--- config.mk ---
export PLATFORM = sky130hd
export DESIGN_NAME = glt_power
export DESIGN_NICKNAME = d
export VERILOG_FILES = /design/src/hw/rtl/glt_pkg.sv /design/src/hw/rtl/glt_power.sv
export SDC_FILE = /design/constraint.sdc
export NUM_CORES = 2
export LEC_CHECK = 0
export ABC_CLOCK_PERIOD_IN_PS = 17100
export BUFFER_PORTS_ARGS = -buffer_cell sky130_fd_sc_hd__buf_2
export CAP_MARGIN = 20
export CORE_UTILIZATION = 50
export DETAILED_ROUTE_END_ITERATION = 6
export HOLD_SLACK_MARGIN = 0.1
export PLACE_DENSITY = 0.7
export SLEW_MARGIN = 10
export SYNTH_ARGS = -nofsm -noshare
export SYNTH_HDL_FRONTEND = slang
export SYNTH_SLANG_ARGS = --single-unit
--- constraint.sdc ---
create_clock -name clk -period 17.1 [get_ports clk]
set_input_delay 1.71 -clock clk [delete_from_list [all_inputs] [get_ports clk]]
set_output_delay 1.71 -clock clk [all_outputs]
set_load 0.03 [all_outputs]
--- src/hw/rtl/glt_pkg.sv ---
// Shared types, field layout and constants for the gain-scheduled LQR torque block.
`default_nettype none

package glt_pkg;

    // Table geometry: one wheel row and one hip row per state error
    localparam int STATE_COUNT = 6;
    localparam int POLY_TERMS  = 4;
    localparam int GAIN_ROWS   = 2 * STATE_COUNT;
    localparam int TABLE_DEPTH = GAIN_ROWS * POLY_TERMS;

    // Field widths
    localparam int WORD_W  = 32;
    localparam int INDEX_W = 6;
    localparam int LEN_W   = 17;
    localparam int POW_W   = 31;
    localparam int PROD_W  = 64;

    // Request tdata layout, lowest bit first
    localparam int IDX_LSB    = 0;
    localparam int VALUE_LSB  = IDX_LSB + INDEX_W;
    localparam int LEN_LSB    = VALUE_LSB + WORD_W;
    localparam int OFF_BIT    = LEN_LSB + LEN_W;
    localparam int ERR_LSB    = OFF_BIT + 1;
    localparam int TDATA_IN_W = ((ERR_LSB + STATE_COUNT * WORD_W + 7) / 8) * 8;
    localparam int TUSER_IN_W = 1;

    // Result tdata layout
    localparam int TDATA_OUT_W = 2 * WORD_W;

    // Request kind carried in tuser
    typedef enum logic {
        ACT_LOAD    = 1'b0,
        ACT_COMPUTE = 1'b1
    } action_t;

    typedef logic signed [WORD_W-1:0] word_t;
    typedef logic [POW_W-1:0]         pow_t;
    typedef word_t [STATE_COUNT-1:0]  err_vec_t;
    typedef pow_t [POLY_TERMS-1:0]    pow_vec_t;
    typedef word_t [GAIN_ROWS-1:0]    gain_vec_t;

    // One request as it moves through the power stages
    typedef struct packed {
        action_t             action;
        logic [INDEX_W-1:0]  coef_index;
        word_t               coef_value;
        logic [LEN_W-1:0]    leg_length;
        logic                off_ground;
        err_vec_t            err;
    } item_t;

    // What a compute request still needs once its gains are known
    typedef struct packed {
        logic     off_ground;
        err_vec_t err;
    } ctx_t;

endpackage

`default_nettype wire

--- src/hw/rtl/glt_power.sv ---
// Leg-length power chain: one multiply stage and one round/saturate stage for each of p2 and p3.
`default_nettype none

module glt_power #(
    parameter int FRAC_BITS = 16
) (
    input  logic              clk,
    input  logic              rst_n,
    input  logic              in_valid,
    output logic              in_ready,
    input  glt_pkg::item_t    in_item,
    output logic              out_valid,
    input  logic              out_ready,
    output glt_pkg::item_t    out_item,
    output glt_pkg::pow_vec_t out_pow
);
    import glt_pkg::*;

    localparam int MULT_COUNT = POLY_TERMS - 2;
    localparam int STAGES     = 2 * MULT_COUNT;
    localparam int PPROD_W    = POW_W + LEN_W;
    localparam int BIAS_W     = PPROD_W + 1;
    localparam logic [BIAS_W-1:0] POW_HALF = BIAS_W'(1) << (FRAC_BITS - 1);
    localparam logic [POW_W-1:0]  POW_ONE  = POW_W'(1) << FRAC_BITS;
    localparam logic [POW_W-1:0]  POW_MAX  = {POW_W{1'b1}};

    logic [STAGES-1:0]  valid_reg;
    logic [STAGES:0]    ready;
    item_t              item_reg [STAGES];
    pow_vec_t           pow_reg  [STAGES];
    logic [PPROD_W-1:0] prod_reg [STAGES];

    item_t              item_src [STAGES];
    pow_vec_t           pow_src  [STAGES];
    logic [STAGES-1:0]  valid_src;
    pow_vec_t           pow_init;

    // p0 is one, p1 is the leg length itself
    always_comb
    begin
        pow_init    = '0;
        pow_init[0] = POW_ONE;
        pow_init[1] = POW_W'(in_item.leg_length);
    end

    assign ready[STAGES] = out_ready;
    assign in_ready      = ready[0];

    for (genvar g = 0; g < STAGES; g++)
    begin : g_stage
        localparam int K = g / 2 + 2;

        pow_vec_t pow_next;

        // Stage source: module input for the first stage, previous register otherwise
        if (g == 0)
        begin : g_first
            assign item_src[g]  = in_item;
            assign pow_src[g]   = pow_init;
            assign valid_src[g] = in_valid;
        end
        else
        begin : g_chain
            assign item_src[g]  = item_reg[g-1];
            assign pow_src[g]   = pow_reg[g-1];
            assign valid_src[g] = valid_reg[g-1];
        end

        assign ready[g] = !valid_reg[g] || ready[g+1];

        if (g % 2 == 0)
        begin : g_mult
            // p(K-1) * leg length
            assign pow_next = pow_src[g];

            always_ff @(posedge clk)
            begin
                if (ready[g] && valid_src[g])
                begin
                    prod_reg[g] <= pow_src[g][K-1] * item_src[g].leg_length;
                end
            end
        end
        else
        begin : g_round
            logic [BIAS_W-1:0] biased;
            logic [BIAS_W-1:0] scaled;

            // Round half up, then clamp to the 31-bit unsigned range
            assign biased = {1'b0, prod_reg[g-1]} + POW_HALF;
            assign scaled = biased >> FRAC_BITS;

            always_comb
            begin
                pow_next    = pow_src[g];
                pow_next[K] = (|scaled[BIAS_W-1:POW_W]) ? POW_MAX : scaled[POW_W-1:0];
            end
        end

        always_ff @(posedge clk or negedge rst_n)
        begin
            if (!rst_n)
            begin
                valid_reg[g] <= 1'b0;
            end
            else if (ready[g])
            begin
                valid_reg[g] <= valid_src[g];
            end
        end

        always_ff @(posedge clk)
        begin
            if (ready[g] && valid_src[g])
            begin
                item_reg[g] <= item_src[g];
                pow_reg[g]  <= pow_next;
            end
        end
    end

    assign out_valid = valid_reg[STAGES-1];
    assign out_item  = item_reg[STAGES-1];
    assign out_pow   = pow_reg[STAGES-1];

    // The low powers must travel unchanged alongside their request
    a_pow_one: assert property (@(posedge clk) disable iff (!rst_n)
        out_valid |-> (out_pow[0] == POW_ONE))
        else $error("power p0 lost its unit value");

    a_pow_len: assert property (@(posedge clk) disable iff (!rst_n)
        out_valid |-> (out_pow[1] == POW_W'(out_item.leg_length)))
        else $error("power p1 does not match the request leg length");

endmodule

`default_nettype wire

# ---- After elaboration in Yosys (flattened, before gate mapping)
# Memory sizes are Yosys's and may differ from the RTL's.
# Cells that the tools add are included.
# W data, S select, Z words.
dict set report totals {
  regBits 4
  latch_bits 0
  mem_bits_rw 1684
  romBits 0
  input_bits 253
  output_inout_bits 375
  elab_cells 35
  n_memories 3
}
# memory words width read_ports rd_clocked_by_memory_dff write_ports line
set memory_table {}
lappend memory_table {item_reg 4 249 4 0 4 glt_power.sv:29} ;# item_t item_reg [STAGES];
lappend memory_table {pow_reg 4 124 4 0 4 glt_power.sv:30} ;# pow_vec_t pow_reg [STAGES];
lappend memory_table {prod_reg 4 48 2 0 2 glt_power.sv:31} ;# logic [PPROD_W-1:0] prod_reg [STAGES];
dict set report classes {
  n_addsub 2
  multipliers 2
  div 0
  n_lt_le_gt_ge 0
  n_eq_ne 0
  shift 0
  muxes 10
  n_bitwise 0
  n_reduce_logical 14
}
# cell count
set op_table {}
lappend op_table {{$add A48 B16 Y49 const B} 2}
lappend op_table {{$mux W31} 2}
lappend op_table {{$mul A31 B17 Y48} 1}
lappend op_table {{$mul A17 B17 Y34} 1}
lappend op_table {{$mux W1} 8}
lappend op_table {{$logic_and A1 B1 Y1} 4}
lappend op_table {{$logic_not A1 Y1} 4}
lappend op_table {{$logic_or A1 B1 Y1} 4}
lappend op_table {{$reduce_or A2 Y1} 2}

# ---- Longest topological paths before layout
dict set report logic_depth {
  depth_word 8
  mapped_depth 23
  ltp_nobuf 22
}

# ---- Worst setup path after synthesis
# OpenSTA, ideal clock, no wires.
dict set report synth_path {
  path_kind {input to register}
  start {input port out_ready}
  end {memory item_reg[3][0] (netlist bit) (enable)}
  setup_time_ps 986
  arrival_time_ps 14651
  required_time_ps 16114
  setup_slack_ps 1463
  stages 2
  n_path_buf 0
  path_cell_list {nor2b_1 > nor2b_1}
}
# item line
set synth_lines {}
lappend synth_lines {{start, declared} glt_power.sv:13} ;# input logic out_ready,
lappend synth_lines {{end, declared} glt_power.sv:29}

==> impl_metrics.csv <==
group,metric,value,unit
floorplanning,core.rowCount,120,
grt,grt_max_degree,168,
sta,setup_viol,0,
synthesis,yosys_warnings,0,
floorplanning,core,106900,µm²
critical_path,crit_type,"input pin to register",
floorplanning,start_util,50.39,%
synthesis,synth_compound_area_share,2.323,%
finish,final_util,57.56,%
clock_network,htreeDepth,3,
detailed_routing,routed_via_density,4.992,
critical_path,slowest_delay,570,ps
clock_network,cts_hold_buf,0,
flow_run,maxCapViolCount,0,
synthesis,synth_flop_cell,"edfxtp_1",
clock_network,ctsResizeCount,0,
detailed_routing,met2WireLength,56.00,mm
floorplanning,dieArea,109100,µm²
synthesis,syn-mean-instance-area,15.37,µm²
detailed_routing,routed_wl,115.2,mm
critical_path,cp.required,17510,ps
clock_network,numCtsBuffers,109,
outcome,status,"complete, no violations",
critical_path,crit_slowest_cell,"fa_1",
placement,dpl.hpwl,82.80,mm
critical_path,r2r_slack,10210,ps
sta,slew_viol_final,0,
synthesis,ys_async_sr_fraction,0.3559,%
finish,fillers,8382,
critical_path,arrival,7810,ps
detailed_routing,met3_length,8.094,mm
clock_network,clock_sinks,1124,
floorplanning,die_w,330.2,µm
clock_network,cts_root_buffer,"clkbuf_16",
synthesis,synthXorXnorAreaFrac,1.463,%
sta,hold_slack,392.0,ps
critical_path,setup.worst_path.end_class,"register",
clock_network,cts_tree,"built",
synthesis,synth-adder-area-share,21.81,%
sta,clock_skew,47.56,ps
placement,place_area,57960,µm²
critical_path,path_max_fanout,13,
min_path,hold_path_class,"register to register",
detailed_routing,drt_iter0_markers,1917,
synthesis,synth_top_family_by_area,"adder cells",
synthesis,yosysSeqAreaShare,62.62,%
critical_path,start_kind,"input pin",
synthesis,synthesis.area,53870,µm²
finish,syn_to_final_growth,14.22,%
synthesis,synthSimpleGateAreaFrac,5.762,%
synthesis,ys_seq_elements,1124,
sta,min_period_over_period,43.24,%
critical_path,worst_path_most_repeated_cell,"fa_1",
grt,antenna_found_initial,29,
min_path,hold_depth,0,
critical_path,rr_startpoint,"item_reg[1][195]$_DFFE_PP_",
grt,grt_usage,20.94,%
critical_path,critPathLaunch,"in_item[204]",
grt,grt_pass1_vias,28520,
clock_network,clk_pin_slew,60,ps
sta,tightest_slew,1222,ps
placement,io_buffers,563,
floorplanning,die_h,330.2,µm
synthesis,synth.area.mux_share,0.02090,%
placement,gp_congestion,0.8732,
sta,slew_headroom,18.55,%
detailed_routing,drc,0,
critical_path,crit_chain,"buf_2, inv_1, nor2_1, fa_1, fa_1, inv_1, fa_1, inv_1, fa_1, inv_1, fa_1, fa_1, inv_1, ha_1, a21o_1, a21oi_1, o21ai_0, a2111oi_0, a2bb2oi_1, o221ai_1, xor2_1",
grt,grt_pass1_wl,170.1,mm
critical_path,endpoint,"prod_reg[0][31]$_DFFE_PP_",
sta,rsz0062_at_grt,"false",
sta,min_period,7395,ps
detailed_routing,wl_per_cell,20.55,µm
detailed_routing,top_layer,"met5",
clock_network,post_cts_buffers,0,
sta,tns,0,ps
finish,fin_area,61530,µm²
detailed_routing,vias,27974,
floorplanning,io_pins,628,
synthesis,synth_cell_type_count,64,
clock_network,clock_path_buffers,3,
detailed_routing,ant_nets,0,
sta,finalHoldViolCount,0,
sta,clock.fmax,0.1352,GHz
detailed_routing,drt_first_pass_iters,7,
finish,drive_above_1_share,18.23,%
critical_path,reg2regPathDepth,20,
detailed_routing,drt-met1-wl,47.85,mm
critical_path,reg2reg_to,"prod_reg[2][32]$_DFFE_PP_",
grt,grt_overflow,0,
clock_network,clock_latency,710,ps
synthesis,syn_inst,3506,
finish,layout.nets,5027,
finish,largest_reg_flops,996,
synthesis,synth_edf_count,1120,
==> critical path: cells and delay by family <==
family	cells	cell delay [ps]
AOI/OAI and AO/OA	6	1520
buffers and inverters	6	730
xor gates and xnor gates	1	180
adders and majority gates	7	3370
and+or+nand+nor	1	290
==> synth_stat cells, types with 3 or more instances <==
cell type  count  area share (%)
nand2_1      330             2.3
nor2b_1       12            0.14
nand2b_1       6           0.070
a21oi_1       63            0.59
or2_2          4           0.046
xor2_1        29            0.47
o21bai_1       6           0.084
dfrtp_1        4            0.19
o211ai_1       4           0.056
a2111oi_0      4           0.065
nor3_1        12            0.11
a221oi_1       3           0.049
nand4_1       18            0.21
o21ai_0       26            0.24
o21a_1         4           0.056
a21o_1        27            0.38
a211oi_1       4           0.056
inv_1        620             4.3
and4_1         5           0.081
nand3_1       27            0.25
edfxtp_1    1120              62
fa_1         445              17
and3_1        18            0.21
and2_1       165             1.9
buf_4         81             1.1
a31oi_1        8           0.093
ha_1         227             5.3
o21ai_1        4           0.037
xnor2_1       61            0.99
o31ai_1        3           0.042
clkbuf_1      78            0.54
nor2_1        49            0.34
==> cell usage in the layout, fill, tap and decap left out, types with 5 or more instances in the layout <==
master      synthesis  final
and2_1            165    162
a21o_1             27     27
ha_1              227    227
edfxtp_1         1120   1120
xor2_1             29     29
clkinv_4            0      5
clkbuf_1           78     24
clkinv_2            0     20
o21bai_1            6      6
nor2_1             49     49
buf_2               0    563
clkinv_1            0     15
xnor2_1            61     61
bufinv_16           0      9
buf_4              81     15
nand4_1            18     18
nand2b_1            6      6
conb_1              2     64
and4_1              5      5
and3_1             18     18
nand3_1            27     27
nand2_1           330    330
inv_6               0      7
fa_1              445    445
clkbuf_16           0    109
diode_2             0      9
nor2b_1            12     11
a21oi_1            63     63
a31oi_1             8      8
nor3_1             12     12
o21ai_0            26     26
clkinvlp_4          0      7
inv_1             620    620
==> final cells by class <==
cell class                 count  area [µm²]  area share, %
inverter                     620        2327          3.782
antenna                        9       22.52        0.03660
clock buffer                 133        2818          4.579
clock inverter                68       701.9          1.141
sequential                  1124       33730          54.82
multi-input combinational   1665       17160          27.89
tap                         1403        1755          2.853
timing repair buffer         582        3018          4.904
==> cells by family after synthesis <==
group / Yosys count
simple gates: 653
flops: 1124
mux: 1
xor+xnor: 90
fa+ha+maj: 672
other cells: 2
buf+inv: 779
compound gates: 185
==> through the flow <==
step / std cells / setup slack [ps]
floorplan: 3568 / 1463
global placement: 5393 / 9193
detailed placement: 5393 / 9110
CTS: 5594 / 9827
global route: 5604 / 9248
finish: 5604 / 9705
==> worst min-delay path by stage <==
stage                          startpoint                    endpoint  slack (ps)
6_report       item_reg[0][176]$_DFFE_PP_  item_reg[1][176]$_DFFE_PP_         390
5_1_grt          item_reg[1][9]$_DFFE_PP_    item_reg[2][9]$_DFFE_PP_         400
4_1_cts        item_reg[0][176]$_DFFE_PP_  item_reg[1][176]$_DFFE_PP_         390
3_5_place_dp   item_reg[0][119]$_DFFE_PP_  item_reg[1][119]$_DFFE_PP_         400
3_3_place_gp     item_reg[0][4]$_DFFE_PP_    item_reg[1][4]$_DFFE_PP_         400
2_1_floorplan    item_reg[0][0]$_DFFE_PP_    item_reg[1][0]$_DFFE_PP_         400
==> layer usage <==
layer	GRT usage [%]	vias up
li1	-	12759
met1	28.37	14032
met2	34.05	966
met3	4.420	207
met4	6.492	10
met5	0	-
Power is not shown: default switching activity piles up to over one toggle a cycle in this logic, so the estimate is an artifact.
